**src/rtl/core/psfp_pkg.sv**
```systemverilog
// Package: shared constants and types of the particle sensor frame parser.
`timescale 1ns / 1ps

package psfp_pkg;

  // Field widths of the byte and result words
  localparam int unsigned BYTE_W  = 8;
  localparam int unsigned IDX_W   = 4;
  localparam int unsigned VALUE_W = 16;
  localparam int unsigned POS_W   = 5;

  // Frame layout constants
  localparam logic [BYTE_W-1:0] START_BYTE      = 8'h42;
  localparam int unsigned       WORD_FIRST_BYTE = 4;
  localparam int unsigned       MAX_WORDS       = 12;

  // Result status codes
  localparam logic STATUS_GOOD     = 1'b0;
  localparam logic STATUS_MISMATCH = 1'b1;

  // Parser sequencer states
  typedef enum logic [1:0] {
    ST_HUNT,
    ST_FRAME,
    ST_DRAIN
  } psfp_state_e;

  // Write request into the measurement store
  typedef struct packed {
    logic               en;
    logic [IDX_W-1:0]   addr;
    logic [VALUE_W-1:0] data;
  } psfp_wr_req_t;

  // Read request into the measurement store
  typedef struct packed {
    logic             en;
    logic [IDX_W-1:0] addr;
  } psfp_rd_req_t;

endpackage

```
**src/rtl/core/psfp_if.sv**
```systemverilog
// Interfaces: received byte channel and measurement result channel.
`timescale 1ns / 1ps

interface psfp_byte_if;
  import psfp_pkg::*;

  logic              valid;
  logic              ready;
  logic [BYTE_W-1:0] rx_byte;

  modport source (output valid, output rx_byte, input ready);
  modport sink   (input valid, input rx_byte, output ready);
endinterface

interface psfp_result_if;
  import psfp_pkg::*;

  logic               valid;
  logic               ready;
  logic [IDX_W-1:0]   word_index;
  logic [VALUE_W-1:0] word_value;
  logic               frame_status;
  logic               last_of_frame;

  modport source (output valid, output word_index, output word_value,
                  output frame_status, output last_of_frame, input ready);
  modport sink   (input valid, input word_index, input word_value,
                  input frame_status, input last_of_frame, output ready);
endinterface

```
**src/rtl/core/psfp_word_store.sv**
```systemverilog
// Measurement word store: one write port, one registered read port.
`timescale 1ns / 1ps

module psfp_word_store (
  input  logic                           clk_i,
  input  psfp_pkg::psfp_wr_req_t         wr_i,
  input  psfp_pkg::psfp_rd_req_t         rd_i,
  output logic [psfp_pkg::VALUE_W-1:0]   rdata_o
);
  import psfp_pkg::*;

  logic [VALUE_W-1:0] mem_q [MAX_WORDS];
  logic [VALUE_W-1:0] rdata_q;

  // Write port
  always_ff @(posedge clk_i) begin
    if (wr_i.en) begin
      mem_q[wr_i.addr] <= wr_i.data;
    end
  end

  // Read port, registered; data holds between reads
  always_ff @(posedge clk_i) begin
    if (rd_i.en) begin
      rdata_q <= mem_q[rd_i.addr];
    end
  end

  assign rdata_o = rdata_q;

endmodule

```
**src/rtl/core/particle_sensor_frame_parser_unit.sv**
```systemverilog
// Top level: particle sensor frame parser with checksum check and word drain.
`timescale 1ns / 1ps

// Takes one received byte per handshake. Bytes are dropped until a 0x42 start
// byte, then a frame of FRAME_BYTES bytes is collected byte by byte; the
// measurement words go into a small synchronous store as they complete.
// On the final byte a checksum mismatch gives a single error word at once; a
// match starts a drain that reads the store one word per cycle, pausing while
// the output is stalled, and sends the words in order, the last flagged. No
// byte is taken during the drain, and the final byte of a frame waits while the
// previous result word is still unaccepted.
module particle_sensor_frame_parser_unit #(
  parameter int unsigned FRAME_BYTES = 32
) (
  input  logic  clk_i,
  input  logic  rst_ni,
  psfp_byte_if.sink     rx_i,
  psfp_result_if.source res_o
);
  import psfp_pkg::*;

  // Number of words carried in a frame of this length
  localparam int unsigned NW_RAW = (FRAME_BYTES < 8) ? 1 : (FRAME_BYTES - 6) / 2;
  localparam int unsigned NW     = (NW_RAW > MAX_WORDS) ? MAX_WORDS : NW_RAW;
  localparam logic [POS_W-1:0] POS_CHK_HI = POS_W'(FRAME_BYTES - 2);
  localparam logic [POS_W-1:0] POS_LAST   = POS_W'(FRAME_BYTES - 1);
  localparam logic [POS_W-1:0] POS_WORD0  = POS_W'(WORD_FIRST_BYTE);
  localparam logic [POS_W-1:0] POS_WEND   = POS_W'(WORD_FIRST_BYTE + 2 * NW);
  localparam logic [IDX_W-1:0] IDX_LAST   = IDX_W'(NW - 1);

  psfp_state_e state_q, state_d;

  logic [POS_W-1:0]   pos_q, pos_d;
  logic [VALUE_W-1:0] sum_q, sum_d;
  logic [BYTE_W-1:0]  high_q, high_d;
  logic [BYTE_W-1:0]  chk_hi_q, chk_hi_d;

  logic [IDX_W-1:0]   rd_idx_q, rd_idx_d;
  logic               rd_done_q, rd_done_d;
  logic               rd_pend_q, rd_pend_d;
  logic [IDX_W-1:0]   pend_idx_q, pend_idx_d;

  logic               out_valid_q, out_valid_d;
  logic [IDX_W-1:0]   out_idx_q, out_idx_d;
  logic [VALUE_W-1:0] out_val_q, out_val_d;
  logic               out_status_q, out_status_d;
  logic               out_last_q, out_last_d;

  psfp_wr_req_t       wr_req;
  psfp_rd_req_t       rd_req;
  logic [VALUE_W-1:0] rdata;

  logic               accept;
  logic               at_last;
  logic               chk_match;
  logic               out_free;
  logic               pend_take;
  logic               issue;
  logic [POS_W-1:0]   word_off;

  // Handshake and frame position decode
  assign at_last   = (pos_q == POS_LAST);
  assign accept    = rx_i.valid && rx_i.ready;
  assign chk_match = ({chk_hi_q, rx_i.rx_byte} == sum_q);
  assign out_free  = !out_valid_q || res_o.ready;
  assign pend_take = rd_pend_q && out_free;
  assign issue     = (state_q == ST_DRAIN) && !rd_done_q && (!rd_pend_q || pend_take);
  assign word_off  = pos_q - POS_WORD0;

  // Next state
  always_comb begin
    state_d = state_q;
    unique case (state_q)
      ST_HUNT: begin
        if (accept && rx_i.rx_byte == START_BYTE) begin
          state_d = ST_FRAME;
        end
      end
      ST_FRAME: begin
        if (accept && at_last) begin
          state_d = chk_match ? ST_DRAIN : ST_HUNT;
        end
      end
      ST_DRAIN: begin
        if (pend_take && pend_idx_q == IDX_LAST) begin
          state_d = ST_HUNT;
        end
      end
      default: state_d = ST_HUNT;
    endcase
  end

  // Ready: hold off during the drain, and hold the final byte while a word waits
  always_comb begin
    unique case (state_q)
      ST_HUNT:  rx_i.ready = 1'b1;
      ST_FRAME: rx_i.ready = !(at_last && out_valid_q);
      ST_DRAIN: rx_i.ready = 1'b0;
      default:  rx_i.ready = 1'b0;
    endcase
  end

  // Frame collection: position, running sum, word assembly, checksum
  always_comb begin
    pos_d       = pos_q;
    sum_d       = sum_q;
    high_d      = high_q;
    chk_hi_d    = chk_hi_q;
    wr_req.en   = 1'b0;
    wr_req.addr = word_off[IDX_W:1];
    wr_req.data = {high_q, rx_i.rx_byte};
    if (accept) begin
      if (state_q == ST_HUNT) begin
        if (rx_i.rx_byte == START_BYTE) begin
          pos_d = POS_W'(1);
          sum_d = VALUE_W'(START_BYTE);
        end
      end else if (pos_q < POS_CHK_HI) begin
        sum_d = sum_q + VALUE_W'(rx_i.rx_byte);
        pos_d = pos_q + POS_W'(1);
        if (pos_q >= POS_WORD0 && pos_q < POS_WEND) begin
          if (!word_off[0]) begin
            high_d = rx_i.rx_byte;
          end else begin
            wr_req.en = 1'b1;
          end
        end
      end else if (pos_q == POS_CHK_HI) begin
        chk_hi_d = rx_i.rx_byte;
        pos_d    = pos_q + POS_W'(1);
      end else begin
        pos_d = '0;
      end
    end
  end

  // Drain sequencing: store reads and the pending read word
  always_comb begin
    rd_idx_d    = rd_idx_q;
    rd_done_d   = rd_done_q;
    rd_pend_d   = rd_pend_q;
    pend_idx_d  = pend_idx_q;
    rd_req.en   = issue;
    rd_req.addr = rd_idx_q;
    if (state_q == ST_FRAME && accept && at_last) begin
      rd_idx_d  = '0;
      rd_done_d = 1'b0;
    end
    if (pend_take) begin
      rd_pend_d = 1'b0;
    end
    if (issue) begin
      rd_pend_d  = 1'b1;
      pend_idx_d = rd_idx_q;
      rd_idx_d   = rd_idx_q + IDX_W'(1);
      rd_done_d  = (rd_idx_q == IDX_LAST);
    end
  end

  // Output word register
  always_comb begin
    out_valid_d  = out_valid_q && !res_o.ready;
    out_idx_d    = out_idx_q;
    out_val_d    = out_val_q;
    out_status_d = out_status_q;
    out_last_d   = out_last_q;
    if (state_q == ST_FRAME && accept && at_last && !chk_match) begin
      out_valid_d  = 1'b1;
      out_idx_d    = '0;
      out_val_d    = '0;
      out_status_d = STATUS_MISMATCH;
      out_last_d   = 1'b1;
    end else if (pend_take) begin
      out_valid_d  = 1'b1;
      out_idx_d    = pend_idx_q;
      out_val_d    = rdata;
      out_status_d = STATUS_GOOD;
      out_last_d   = (pend_idx_q == IDX_LAST);
    end
  end

  // Control registers
  always_ff @(posedge clk_i or negedge rst_ni) begin
    if (!rst_ni) begin
      state_q     <= ST_HUNT;
      pos_q       <= '0;
      rd_pend_q   <= 1'b0;
      rd_done_q   <= 1'b1;
      rd_idx_q    <= '0;
      out_valid_q <= 1'b0;
    end else begin
      state_q     <= state_d;
      pos_q       <= pos_d;
      rd_pend_q   <= rd_pend_d;
      rd_done_q   <= rd_done_d;
      rd_idx_q    <= rd_idx_d;
      out_valid_q <= out_valid_d;
    end
  end

  // Payload registers
  always_ff @(posedge clk_i) begin
    sum_q        <= sum_d;
    high_q       <= high_d;
    chk_hi_q     <= chk_hi_d;
    pend_idx_q   <= pend_idx_d;
    out_idx_q    <= out_idx_d;
    out_val_q    <= out_val_d;
    out_status_q <= out_status_d;
    out_last_q   <= out_last_d;
  end

  psfp_word_store u_store (
    .clk_i   (clk_i),
    .wr_i    (wr_req),
    .rd_i    (rd_req),
    .rdata_o (rdata)
  );

  assign res_o.valid         = out_valid_q;
  assign res_o.word_index    = out_idx_q;
  assign res_o.word_value    = out_val_q;
  assign res_o.frame_status  = out_status_q;
  assign res_o.last_of_frame = out_last_q;

  // A read word that cannot move on stays pending
  assert property (@(posedge clk_i) disable iff (!rst_ni)
    (rd_pend_q && !out_free) |=> rd_pend_q)
    else $error("pending store word lost while output stalled");

  // An error word always closes its frame
  assert property (@(posedge clk_i) disable iff (!rst_ni)
    (res_o.valid && res_o.frame_status) |-> res_o.last_of_frame)
    else $error("mismatch word not marked last");

  // Word indices stay within the frame's word count
  assert property (@(posedge clk_i) disable iff (!rst_ni)
    res_o.valid |-> (res_o.word_index <= IDX_LAST))
    else $error("word index beyond frame");

  // Leaving the drain only happens with the last word loaded
  assert property (@(posedge clk_i) disable iff (!rst_ni)
    (state_q == ST_DRAIN && state_d != ST_DRAIN) |=> (out_valid_q && out_last_q))
    else $error("drain ended without last word");

endmodule

```
**src/flat_wrapper.sv**
```systemverilog
// flat-port wrapper written by rule: the top's interface ports become plain ports
module particle_sensor_frame_parser_unit_flat import psfp_pkg::*;
#(
  parameter int unsigned FRAME_BYTES = 32
)
  (clk_i, rst_ni, rx_i_valid, rx_i_rx_byte, rx_i_ready, res_o_valid, res_o_word_index, res_o_word_value, res_o_frame_status, res_o_last_of_frame, res_o_ready);
  psfp_byte_if rx_i_i ();
  psfp_result_if res_o_i ();
  input  logic clk_i;
  input  logic rst_ni;
  input wire logic [$bits(rx_i_i.valid)-1:0] rx_i_valid;
  input wire logic [$bits(rx_i_i.rx_byte)-1:0] rx_i_rx_byte;
  output wire logic [$bits(rx_i_i.ready)-1:0] rx_i_ready;
  output wire logic [$bits(res_o_i.valid)-1:0] res_o_valid;
  output wire logic [$bits(res_o_i.word_index)-1:0] res_o_word_index;
  output wire logic [$bits(res_o_i.word_value)-1:0] res_o_word_value;
  output wire logic [$bits(res_o_i.frame_status)-1:0] res_o_frame_status;
  output wire logic [$bits(res_o_i.last_of_frame)-1:0] res_o_last_of_frame;
  input wire logic [$bits(res_o_i.ready)-1:0] res_o_ready;
  assign rx_i_i.valid = rx_i_valid;
  assign rx_i_i.rx_byte = rx_i_rx_byte;
  assign rx_i_ready = rx_i_i.ready;
  assign res_o_valid = res_o_i.valid;
  assign res_o_word_index = res_o_i.word_index;
  assign res_o_word_value = res_o_i.word_value;
  assign res_o_frame_status = res_o_i.frame_status;
  assign res_o_last_of_frame = res_o_i.last_of_frame;
  assign res_o_i.ready = res_o_ready;
  particle_sensor_frame_parser_unit #(.FRAME_BYTES(FRAME_BYTES)) u_core (.clk_i(clk_i), .rst_ni(rst_ni), .rx_i(rx_i_i), .res_o(res_o_i));
endmodule
```
**config.mk**
```make
export PLATFORM = sky130hd
export DESIGN_NAME = particle_sensor_frame_parser_unit_flat
export DESIGN_NICKNAME = d
export VERILOG_FILES = /design/src/rtl/core/psfp_pkg.sv /design/src/rtl/core/psfp_if.sv /design/src/rtl/core/psfp_word_store.sv /design/src/rtl/core/particle_sensor_frame_parser_unit.sv /design/src/flat_wrapper.sv
export SDC_FILE = /design/constraint.sdc
export NUM_CORES = 1
export LEC_CHECK = 0
export BUFFER_PORTS_ARGS = -buffer_cell sky130_fd_sc_hd__buf_2
export CAP_MARGIN = 20
export CORE_MARGIN = 2
export CORE_UTILIZATION = 50
export DETAILED_ROUTE_END_ITERATION = 6
export PLACE_DENSITY = 0.69
export SLEW_MARGIN = 20
export SYNTH_ARGS = -nofsm -noshare
export SYNTH_HDL_FRONTEND = slang
export SYNTH_HIERARCHICAL = 1
export SYNTH_SLANG_ARGS = --single-unit
```
**constraint.sdc**
```tcl
create_clock -name clk_i -period 4.4 [get_ports clk_i]
set_input_delay 0 -clock clk_i [delete_from_list [all_inputs] [get_ports clk_i]]
set_output_delay 0 -clock clk_i [all_outputs]
set_load 0.1 [all_outputs]
```
==> impl_results.md <==
- Crit-path max FO: 16
- 1st-pass router iterations: 5
- Mapped Nets: 698
- Slew margin rel.: 25.0%
- CTS buffer count: 28
- Post-route minimum period: 3300 ps
- Worst clock skew: 11.9 ps
- Dpl hpwl: 14,200 um
- Clock Sinks: 280
- Vias post-DR: 6,183
- Port bufs: 35
- RD Place Congestion: 0.825
- Yosys warns: 6
- DP Cell Count: 983
- Most area-consuming cells after synthesis: edfxtp_1 65%, mux4_2 5.8%, dfxtp_1 3.9%
- Util after Layout: 57.9%
- Max-slew violations: 0
- Post-Layout Cell Count: 1,045
- Most used cell, CP: ha_1
- Largest net degree at the start of global routing: 41
- Power Density: 626 mW/mm2
- Filler cells: 1,651
- Synth Area in Compound Gates: 7.38%
- Bufs on Longest Clock Path: 3
- FFs w/ async S/R, synth: 5.00%
- Post-Syn Area: 0.0114 mm2
- FMAX: 303 MHz
- Ys flop type: edfxtp_1
- Number of global-route vias before repair: 6,411
- Vias per inst: 5.92
- Post-synth EDFFs: 244
- Min-Delay Path Class: in2reg
- CP required: 4630 ps
- Peak supply drop: 0.000355 V
- Gr usage total: 18.9%
- Setup CP Type: reg2reg
- CP cell instances: ha_1 > and2_1 > ha_1 > nand2_1 > nand3_1 > nor4_1 > or3b_2 > nor2_1 > buf_4
- Synth Area in Adders: 1.83%
- Worst EP arrival: 3520 ps
- P_leak: 0.00446 uW
- Share of the synthesized area in the top cell type: 64.5%
- Initial antenna violation count: 0
- Synth Area in Simple Gates: 6.67%
- Routed wire length per instance: 21.2 um
- Sequential element share of the synthesized area: 71.5%
- Syn Inst Count: 670
- Setup slack at placement: 1150 ps
- Post-Synth XOR/XNOR Area: 1.08%
- Yosys reg bits: 280
- Crit path max-delay family: simple AND/OR/NAND/NOR gates
- Routed met2 length: 10,500 um
- Die height: 155 um
- CP Buf/Inv Count: 1
- Skew-Pair Late Insertion Delay: 540 ps
- CTS clk-pin slew, worst paths: 60 ps
- CORE AREA: 0.0224 mm2
- Worst Setup Start Kind: flip-flop
- Number of distinct library cells after synthesis: 67
- WL final: 22,200 um
- DRT antenna net count: 0
- Htree depth: 1
- Mean post-synth cell area: 16.9 um2
- Hold Fails Final Rpt: 0
- DRC Markers: 0
- Post-synth top area cell: edfxtp_1
- Die ar.: 0.0239 mm2
- Pwr Total: 8130 uW
- Max stage delay on crit path: 550 ps
- Row cnt: 55
- Final Cycle Share: 74.9%
- Wire length on met3: 1440 um
- Root Driver: clkbuf_16
- Post-synth top cells: 244 x edfxtp_1, 68 x nand2_1, 39 x mux2i_1
- CP Capture Type: flip-flop
- Setup slack after layout: 1100 ps
- Max-Cap Viols: 0
- Top-count cell post-synth: edfxtp_1
- Initial Utilization: 50.6%
- Unrepaired setup endpoints after global routing: false
- Fraction of layout cells with a size suffix above 1: 22.5%
- IO Count: 36
- GRT overflow: 0
- Detailed router's first-iteration violation count: 470
- Die width: 155 um
- Endpoints failing setup: 0
- Nets: 769
- Max Used Layer: met4
- Setup_tns: 0 ps
- DRT met1 WL: 9660 um
- Layout area overhead: 14.4%
- First-pass GRT wire length: 34,800 um
- Largest family of logic cells by synthesized area: multiplexers
- # diodes: 0
- CTS tree: built
- Mux cell area share after synthesis: 9.88%
- Worst path slowest cell: or3b_2
- Worst slew pin tran: 1120 ps
- Status: complete, no violations
[sequential cells by signal, summed over array words and instances, names as in the netlist]
name / flops
u_core/res_o.word_value: 16
u_core/rd_done_q: 1
u_core/state_q: 2
u_core/chk_hi_q: 8
u_core/res_o.last_of_frame: 1
u_core/pend_idx_q: 4
u_core/res_o.valid: 1
u_core/rd_pend_q: 1
u_core/rd_idx_q: 4
u_core/u_store/rdata_o: 16
u_core/high_q: 8
u_core/res_o.frame_status: 1
u_core/pos_q: 5
u_core/u_store/mem_q: 192
u_core/sum_q: 16
u_core/res_o.word_index: 4
[final cells by class]
cell class / instances / area (um2) / area share [%]
well taps: 285 / 357 / 2.74
flip-flops and latches: 280 / 8120 / 62.5
multi-input cells: 355 / 3090 / 23.8
clock inverters: 16 / 206 / 1.59
clock buffers: 33 / 741 / 5.70
inverters: 11 / 41.3 / 0.318
repair buffers: 65 / 433 / 3.33
[stage by stage]
stage                     cell area [um2]  hold WS [ps]
final                               13000           333
after global routing                13000           361
after CTS                           13000           309
after detailed placement            11900         -85.4
after global placement              11900         -90.1
after floorplan                     11400          -296
[layout by cell type (no fill, tap or decap), drive strengths merged, types with 3 or more instances in the layout]
cell and count:
a31oi 4, a21o 6, o221ai 16, mux4 32, a22oi 16, dlygate4sd3 13, ha 15, nor4 3
nor3 4, or2 7, nand4 3, nand3 11, clkinv 9, o21ai 6, nand2b 6, clkbuf 33
nor2 22, edfxtp 244, nand2 68, nor2b 5, xor2 12, a211oi 6, o21a 4, buf 52
dfrtp 13, a21oi 35, inv 11, dfxtp 22, mux2i 39, bufinv 5
[final timing paths]
kind,from,end,slack (ps),cells past startpoint
setup reg to reg,u_core/pos_q[1]$_DFFE_PN0P_,u_core/u_store/mem_q[1][11]$_DFFE_PP_,1100,9
max in group asynchronous,rst_ni,u_core/rd_idx_q[0]$_DFFE_PN0P_,2780,4
hold reg to reg,u_core/res_o.frame_status$_SDFFE_PP1P_,u_core/res_o.frame_status$_SDFFE_PP1P_,450,1
hold / removal,res_o_ready,u_core/rd_pend_q$_DFFE_PN0P_,330,5
setup / recovery,u_core/pos_q[1]$_DFFE_PN0P_,u_core/u_store/mem_q[1][11]$_DFFE_PP_,1100,9
min in group asynchronous,rst_ni,u_core/rd_done_q$_DFFE_PN1P_,510,3
[cell families (layout without fill, tap and decap cells)]
kind of cell	count (synthesis)	in the layout
xor gates and xnor gates	14	14
buffers and inverters	35	125
DFF	280	280
AOI/OAI and AO/OA	107	107
and+or+nand+nor	147	147
adders and majority gates	16	16
muxes	71	71
[worst min-delay path, cell delays in order]
cell and delay (ps):
dlygate4sd3_1 520, buf_2 90, nor2b_1 70, nand2_1 80
nand2_1 60
[layer usage]
layer / GRT usage [%] / vias up
li1: - / 2779
met1: 26.9 / 3144
met2: 30.0 / 209
met3: 3.67 / 51
met4: 5.86 / 0
met5: 0 / -
[power breakdown]
group / total [uW] / switching, uW / internal, uW
clock network: 2450 / 960 / 1490
registers: 3420 / 249 / 3170
logic: 2260 / 1540 / 723
total: 8130 / 2750 / 5380
[timing repair]
action,in CTS,in global routing
gates resized for setup,0,0
buffers inserted,0,0
hold buffers,13,0
hold endpoints to repair,137,0
Power figures use the tool's default switching activity.
